==> config.mk <==
export PLATFORM = sky130hd
export DESIGN_NAME = substring_match_finder_core
export DESIGN_NICKNAME = d
export VERILOG_FILES = /design/src/rtl/smf_pkg.sv /design/src/rtl/substring_match_finder_core.sv /design/src/rtl/smf_cell.sv
export SDC_FILE = /design/constraint.sdc
export NUM_CORES = 1
export LEC_CHECK = 0
export ABC_AREA = 1
export CAP_MARGIN = 20
export CORE_UTILIZATION = 31
export DETAILED_ROUTE_END_ITERATION = 16
export DONT_BUFFER_PORTS = 1
export GPL_TIMING_DRIVEN = 1
export SETUP_SLACK_MARGIN = 0.3
export SLEW_MARGIN = 15
export SYNTH_ARGS = -nofsm -noshare
export SYNTH_HDL_FRONTEND = slang
export SYNTH_HIERARCHICAL = 1
export SYNTH_SLANG_ARGS = --single-unit
==> constraint.sdc <==
create_clock -name clock -period 41.9 [get_ports clock]
set_input_delay 6.285 -clock clock [delete_from_list [all_inputs] [get_ports clock]]
set_output_delay 6.285 -clock clock [all_outputs]
set_load 0.02 [all_outputs]
==> src/rtl/smf_pkg.sv <==
`default_nettype none
package smf_pkg;

   localparam int PATTERN_MAX   = 32;
   localparam int CHAR_BITS     = 8;
   localparam int POSITION_BITS = 32;
   localparam int COUNT_BITS    = $clog2(PATTERN_MAX + 1);

   typedef enum logic [1:0] {
      OP_LOAD    = 2'd0,
      OP_TEXT    = 2'd1,
      OP_RESTART = 2'd2,
      OP_CLEAR   = 2'd3
   } op_type;

   typedef struct packed {
      logic [1:0] operation;
      logic [7:0] char_value;
   } req_type;

   typedef struct packed {
      logic        match_found;
      logic [31:0] match_start;
      logic        pattern_overflow;
   } rsp_type;

   typedef struct packed {
      logic pattern_shift;
      logic text_shift;
   } cell_ctl_type;

endpackage
`default_nettype wire

==> src/rtl/substring_match_finder_core.sv <==
`default_nettype none
// Exact substring search over a byte stream, overlapping matches included. Pattern bytes are
// appended one per load beat (up to 32; a load into a full pattern is dropped and flagged), and
// each text beat returns whether the pattern ends at that character and, if so, the 0-based
// start position modulo 2^32. Restart zeroes the text position; clear empties the pattern, and
// an empty pattern never matches. Every request beat yields exactly one response beat, presented
// in the cycle after acceptance. A new request is taken every cycle while the response register is
// empty or being drained; the cycle time is set by the combinational compare across the row of 32
// cells (each holding one pattern byte and one window byte) and its AND tree.
module substring_match_finder_core (
   input  wire                   clock,
   input  wire                   reset,
   input  wire                   req_valid,
   output logic                  req_ready,
   input  wire smf_pkg::req_type req_data,
   output logic                  rsp_valid,
   input  wire                   rsp_ready,
   output smf_pkg::rsp_type      rsp_data
);

   localparam int N = smf_pkg::PATTERN_MAX;

   logic                                accept;
   smf_pkg::op_type                     op;
   logic [smf_pkg::CHAR_BITS-1:0]       ch;
   smf_pkg::cell_ctl_type               ctl;

   logic [smf_pkg::COUNT_BITS-1:0]      pattern_count_ff, pattern_count_in;
   logic [smf_pkg::COUNT_BITS-1:0]      window_fill_ff, window_fill_in;
   logic [smf_pkg::POSITION_BITS-1:0]   text_count_ff, text_count_in;
   logic                                rsp_valid_ff, rsp_valid_in;
   smf_pkg::rsp_type                    rsp_data_ff, rsp_data_in;

   logic [smf_pkg::COUNT_BITS-1:0]      fill_next;
   logic [smf_pkg::POSITION_BITS-1:0]   start_pos;
   logic                                pattern_full;

   logic [N-1:0][smf_pkg::CHAR_BITS-1:0] pattern_q;
   logic [N-1:0][smf_pkg::CHAR_BITS-1:0] text_q;
   logic [N-1:0]                         active;
   logic [N-1:0]                         hits;

   assign req_ready = !rsp_valid_ff || rsp_ready;
   assign accept    = req_valid && req_ready;
   assign op        = smf_pkg::op_type'(req_data.operation);
   assign ch        = req_data.char_value[smf_pkg::CHAR_BITS-1:0];
   assign rsp_valid = rsp_valid_ff;
   assign rsp_data  = rsp_data_ff;

   assign pattern_full      = (pattern_count_ff == smf_pkg::COUNT_BITS'(N));
   assign ctl.pattern_shift = accept && (op == smf_pkg::OP_LOAD) && !pattern_full;
   assign ctl.text_shift    = accept && (op == smf_pkg::OP_TEXT);

   // The pattern is kept newest-first, so cell j pairs pattern byte (count-1-j) with window byte j.
   for (genvar j = 0; j < N; j++) begin : g_cell
      logic [smf_pkg::CHAR_BITS-1:0] p_in;
      logic [smf_pkg::CHAR_BITS-1:0] t_in;
      if (j == 0) begin : g_head
         assign p_in = ch;
         assign t_in = ch;
      end else begin : g_body
         assign p_in = pattern_q[j-1];
         assign t_in = text_q[j-1];
      end
      assign active[j] = (smf_pkg::COUNT_BITS'(j) < pattern_count_ff);
      smf_cell u_cell (
         .clock       (clock),
         .ctl         (ctl),
         .pattern_in  (p_in),
         .text_in     (t_in),
         .active      (active[j]),
         .pattern_out (pattern_q[j]),
         .text_out    (text_q[j]),
         .hit         (hits[j])
      );
   end

   assign fill_next = (window_fill_ff == smf_pkg::COUNT_BITS'(N)) ? window_fill_ff
                                                                  : window_fill_ff + 1'b1;
   assign start_pos = text_count_ff - smf_pkg::POSITION_BITS'(pattern_count_ff) + 1'b1;

   always_comb begin
      pattern_count_in = pattern_count_ff;
      window_fill_in   = window_fill_ff;
      text_count_in    = text_count_ff;
      rsp_valid_in     = rsp_valid_ff && !rsp_ready;
      rsp_data_in      = rsp_data_ff;
      if (accept) begin
         rsp_valid_in = 1'b1;
         rsp_data_in  = '0;
         unique case (op)
            smf_pkg::OP_LOAD: begin
               if (pattern_full) begin
                  rsp_data_in.pattern_overflow = 1'b1;
               end else begin
                  pattern_count_in = pattern_count_ff + 1'b1;
               end
            end
            smf_pkg::OP_TEXT: begin
               window_fill_in = fill_next;
               text_count_in  = text_count_ff + 1'b1;
               if ((pattern_count_ff != '0) && (&hits) && (fill_next >= pattern_count_ff)) begin
                  rsp_data_in.match_found = 1'b1;
                  rsp_data_in.match_start = start_pos[31:0];
               end
            end
            smf_pkg::OP_RESTART: begin
               window_fill_in = '0;
               text_count_in  = '0;
            end
            smf_pkg::OP_CLEAR: begin
               pattern_count_in = '0;
            end
            default: begin
               rsp_data_in = '0;
            end
         endcase
      end
   end

   always_ff @(posedge clock) begin
      if (reset) begin
         pattern_count_ff <= '0;
         window_fill_ff   <= '0;
         text_count_ff    <= '0;
         rsp_valid_ff     <= 1'b0;
      end else begin
         pattern_count_ff <= pattern_count_in;
         window_fill_ff   <= window_fill_in;
         text_count_ff    <= text_count_in;
         rsp_valid_ff     <= rsp_valid_in;
      end
      rsp_data_ff <= rsp_data_in;
   end

endmodule
`default_nettype wire

==> src/rtl/smf_cell.sv <==
`default_nettype none
module smf_cell (
   input  wire                                clock,
   input  wire smf_pkg::cell_ctl_type         ctl,
   input  wire logic [smf_pkg::CHAR_BITS-1:0] pattern_in,
   input  wire logic [smf_pkg::CHAR_BITS-1:0] text_in,
   input  wire logic                          active,
   output logic      [smf_pkg::CHAR_BITS-1:0] pattern_out,
   output logic      [smf_pkg::CHAR_BITS-1:0] text_out,
   output logic                               hit
);

   logic [smf_pkg::CHAR_BITS-1:0] pattern_ff;
   logic [smf_pkg::CHAR_BITS-1:0] text_ff;

   // The compare looks at the character this cell takes on the coming text shift.
   assign hit         = !active || (pattern_ff == text_in);
   assign pattern_out = pattern_ff;
   assign text_out    = text_ff;

   always_ff @(posedge clock) begin
      if (ctl.pattern_shift) begin
         pattern_ff <= pattern_in;
      end
      if (ctl.text_shift) begin
         text_ff <= text_in;
      end
   end

endmodule
`default_nettype wire
* Word level (Yosys, flattened, before mapping) *
Index checks and enable logic that the tools add are counted.

storage, ports and cells
  flip-flop bits (word level) = 583
  input port bits = 14
  output and inout bits = 36
  word-level logic and storage cells = 237

cells by class
  add/sub/neg operators = 5
  reduce and logical (&&, ||, !) cells = 83
  equal/unequal tests = 38
  mux-type cells = 8
  $lt $le $gt $ge = 33

operators by type and width
  kind                   number
  $eq 8x8->1             32
  $lt 5x6->1 const A     16
  $add 32x1->32 const B  2
  $pmux 32 s2            1
  $lt 4x6->1 const A     8
  $logic_not 1->1        35
  $logic_or 1x1->1       33
  $mux 33                1
  $reduce_and 32->1      1
  $sub 32x6->32          1
  $lt 3x6->1 const A     4
  $pmux 6 s2             2
  $add 6x1->6 const B    2
  $eq 6x6->1 const B     2
  $lt 1x6->1 const A     2
  $lt 2x6->1 const A     2
  $mux 6                 2
  $logic_and 1x1->1      7
  $ge 6x6->1             1
  $reduce_bool 6->1      1
  $eq 2x2->1 const B     2
  $reduce_and 2->1       2
  $reduce_bool 2->1      2
  $reduce_and 3->1       1
  4 further kinds        5

* Depth between registers and ports, before layout *
  depth in word-level cells = 7
  gate-level depth with buffers = 16
  depth with buffers taken out = 16

* Cells and area by module *
Netlist, hierarchy kept.

modules (own cells, without submodules)
  module                       area an instance (µm²)  cells each  sequential area each (µm²)  times used
  smf_cell                     620.6                   48          480.5                       32
  substring_match_finder_core  6862.8                  1073        1921.8                      1

* Worst setup path after synthesis *
Ideal clock, no wire load.

  path kind = input port to flip-flop
  start point = input port rsp_ready
  end point = register g_cell[0].u_cell.pattern_ff (netlist bit g_cell[0].u_cell/pattern_out[0]) (enable)
  setup time = 0.880 ns
  required time = 41.020 ns
  path slack = 22.752 ns
  stages = 6
  data arrival time = 18.268 ns
  path through = inv_1 nand2_2 nand2_2 inv_1 o21ai_0 nor2_1

RTL lines
  item                    RTL line                           RTL
  start: declaration      substring_match_finder_core.sv:17  input wire rsp_ready,
  end signal: assignment  smf_cell.sv:23                     pattern_ff <= pattern_in;
  end: declaration        smf_cell.sv:13                     logic [smf_pkg::CHAR_BITS-1:0] pattern_ff;

* Worst setup path in the final report *
  start point = input port rsp_ready
  end point = output port req_ready

on the way
  word-level cells in the longest chain between the ends = 1

ends and longest elaborated chain
  item              RTL line                           RTL
  $logic_or 1x1->1  substring_match_finder_core.sv:43  assign req_ready = !rsp_valid_ff || rsp_ready;
  end: declaration  substring_match_finder_core.sv:14  output logic req_ready,

No other way between the ends.

==> out/results.ini <==
[die]
die_area_um2=86600
die_w_um=294
floorplan.initialDensity_pct=31.5
fp.dieH_um=294
rows=106
core_area_um2=84100
io_pins=50

[clock_tree]
cts_tree=built
cts_buffers=57
clock_latency_ns=0.63
clkTransAtPathRegs_ns=0.06
cts-resized-gates=0
cts-hold-fix-buffers=0
cts_root_buf=clkbuf_16
cts.htree.levels=2
post_cts_buffers=0
cts.sinks=583
clockBufferDepth=3

[global_routing]
grt_pass1_vias=15554
grt_pass1_wl_mm=77.8
antenna_found_initial=0
grt_util_all_layers_pct=11.2
grt_max_degree=186
grt_overflow=0

[power_and_ir_drop]
combPwrFrac_pct=2.6
p_sw_share_pct=21.3
pwr-share-clk_pct=42.0
p_int_mw=0.937
leakagePower_nw=12.4
power_per_cell_area_nw_per_um2=40.0
pwr-share-seq_pct=55.4
peakVddDrop_v=0.0000359
p_switching_mw=0.254

[route]
drt_iter0_markers=982
vias=16184
drcViolationCount=0
drt-pass1-iter-count=5
wl_mm=48.5
via_per_inst=4.22
wl_per_cell_um=12.6
antenna_left=0

[critical_path]
worstReg2RegEnd=g_cell[20].u_cell/pattern_out[0]
cp_max_fo=3
endpoint_kind=primary output
crit_buf_inv=1
worst-endpoint-arrival_ns=6.44
critical-path-top-delay-family=simple AND/OR/NAND/NOR gates
cp_cell_sequence=inv_1, nand2_2
start_kind=input port
rr_startpoint=rsp_valid
rr_worst_depth=8
critPathSlowestCell=nand2_2
r2r_slack_ns=37.82
critical_path_required_ns=35.62
critPathKind=in2out
cp_slowest_stage_delay_ns=0.13

[timing]
setup_tns_ns=0
min_period_ns=12.73
hold_viol_final=0
worstMarginPinSlew_ns=1.17
period_share_pct=30.4
maxSlewHeadroom_pct=21.8
finalMaxSlewViolations=0
rsz0062_at_grt=false
holdWs_ns=0.466
fmax_ghz=0.0786
setup_viol=0
clock-skew-final_ns=0.0301

[placement]
dp_hpwl_mm=33.2
routabilityCongestion=0.886
io_buffers=0

[run_status]
status=finished clean

[yosys]
synth_fp_nets=2692
ys.warnings.count=6
avgSynthCellArea_um2=10.2
synthCells=2601
syn_area_um2=26500

[cells_and_area]
antenna_cells=0
syn_to_final_growth_pct=12.3
nets=2747
layout-drive-gt1-share_pct=4.22

[min_path]
hold_end=g_cell[21].u_cell/pattern_out[4]
holdPathStages=0
holdCritStartpoint=g_cell[20].u_cell/pattern_out[4]
hp-class=reg2reg

[job]
cap_violations=0

[power groups by stage]
| stage | clock, mW | sequential, mW | combinational (mW) |
|---|---|---|---|
| floorplan | 0 | 0.675 | 0.0240 |
| global placement | 0 | 0.671 | 0.0316 |
| detailed placement | 0 | 0.672 | 0.0324 |
| CTS | 0.516 | 0.659 | 0.0325 |
| global route | 0.536 | 0.661 | 0.0362 |
| finish | 0.500 | 0.659 | 0.0316 |
[metal layers]
| layer | vias up | global-route usage [%] | share of wire, % |
|---|---|---|---|
| li1 | 8350 | - | - |
| met1 | 7489 | 14.1 | 44 |
| met2 | 261 | 19.3 | 48 |
| met3 | 84 | 2.35 | 5.2 |
| met4 | 0 | 3.34 | 2.6 |
| met5 | - | 0 | 0 |
[flip-flops by register name, indices dropped and copies added, names as in the netlist]
name,flops
rsp_valid,1
window_fill_ff,6
g_cell.u_cell/text_out,248
rsp_data,34
g_cell.u_cell/pattern_out,256
pattern_count_ff,6
text_count_ff,32
[stage by stage]
| stage | std cells | setup slack, ns | power [mW] | cell area [um^2] | util (%) |
|---|---|---|---|---|---|
| floorplan | 2601 | 22.75 | 0.699 | 26500 | - |
| global placement | 3731 | 29.17 | 0.703 | 27900 | 33.2 |
| detailed placement | 3731 | 29.17 | 0.704 | 27900 | 33.2 |
| CTS | 3838 | 29.17 | 1.21 | 29700 | 35.4 |
| global route | 3838 | 29.14 | 1.23 | 29700 | 35.4 |
| finish | 3838 | 29.17 | 1.19 | 29700 | 35.4 |
[worst max path at each step]
stage                     slack, ns                              end  depth (start not counted)       from
after floorplan               22.75  g_cell[0].u_cell/pattern_out[0]                          6  rsp_ready
after global placement        29.17                        req_ready                          2  rsp_ready
after detailed placement      29.17                        req_ready                          2  rsp_ready
after CTS                     29.17                        req_ready                          2  rsp_ready
after global routing          29.14                        req_ready                          2  rsp_ready
final                         29.17                        req_ready                          2  rsp_ready
[final cells by class]
cell class,instances,area [um^2]
clock buffers,69,1480
clock inverters,38,335
inverters,471,1770
repair buffers,5,62.6
well taps,1134,1420
flip-flops and latches,583,17100
multi-input cells,1538,7620
fillers,8337,54300
[layout by cell type, fill, tap and decap left out, drive strengths merged, types with 5 or more instances in the layout]
cell type and instances:
nor2 206, buf 5, o21ai 39, a21oi 61, nor3 20, nand4 23, ha 76, nand2 892
clkbuf 69, inv 473, dfxtp 45, edfxtp 538, nand3 57, xnor2 128, xor2 19, clkinv 29
(Power assumes the default switching activity.)
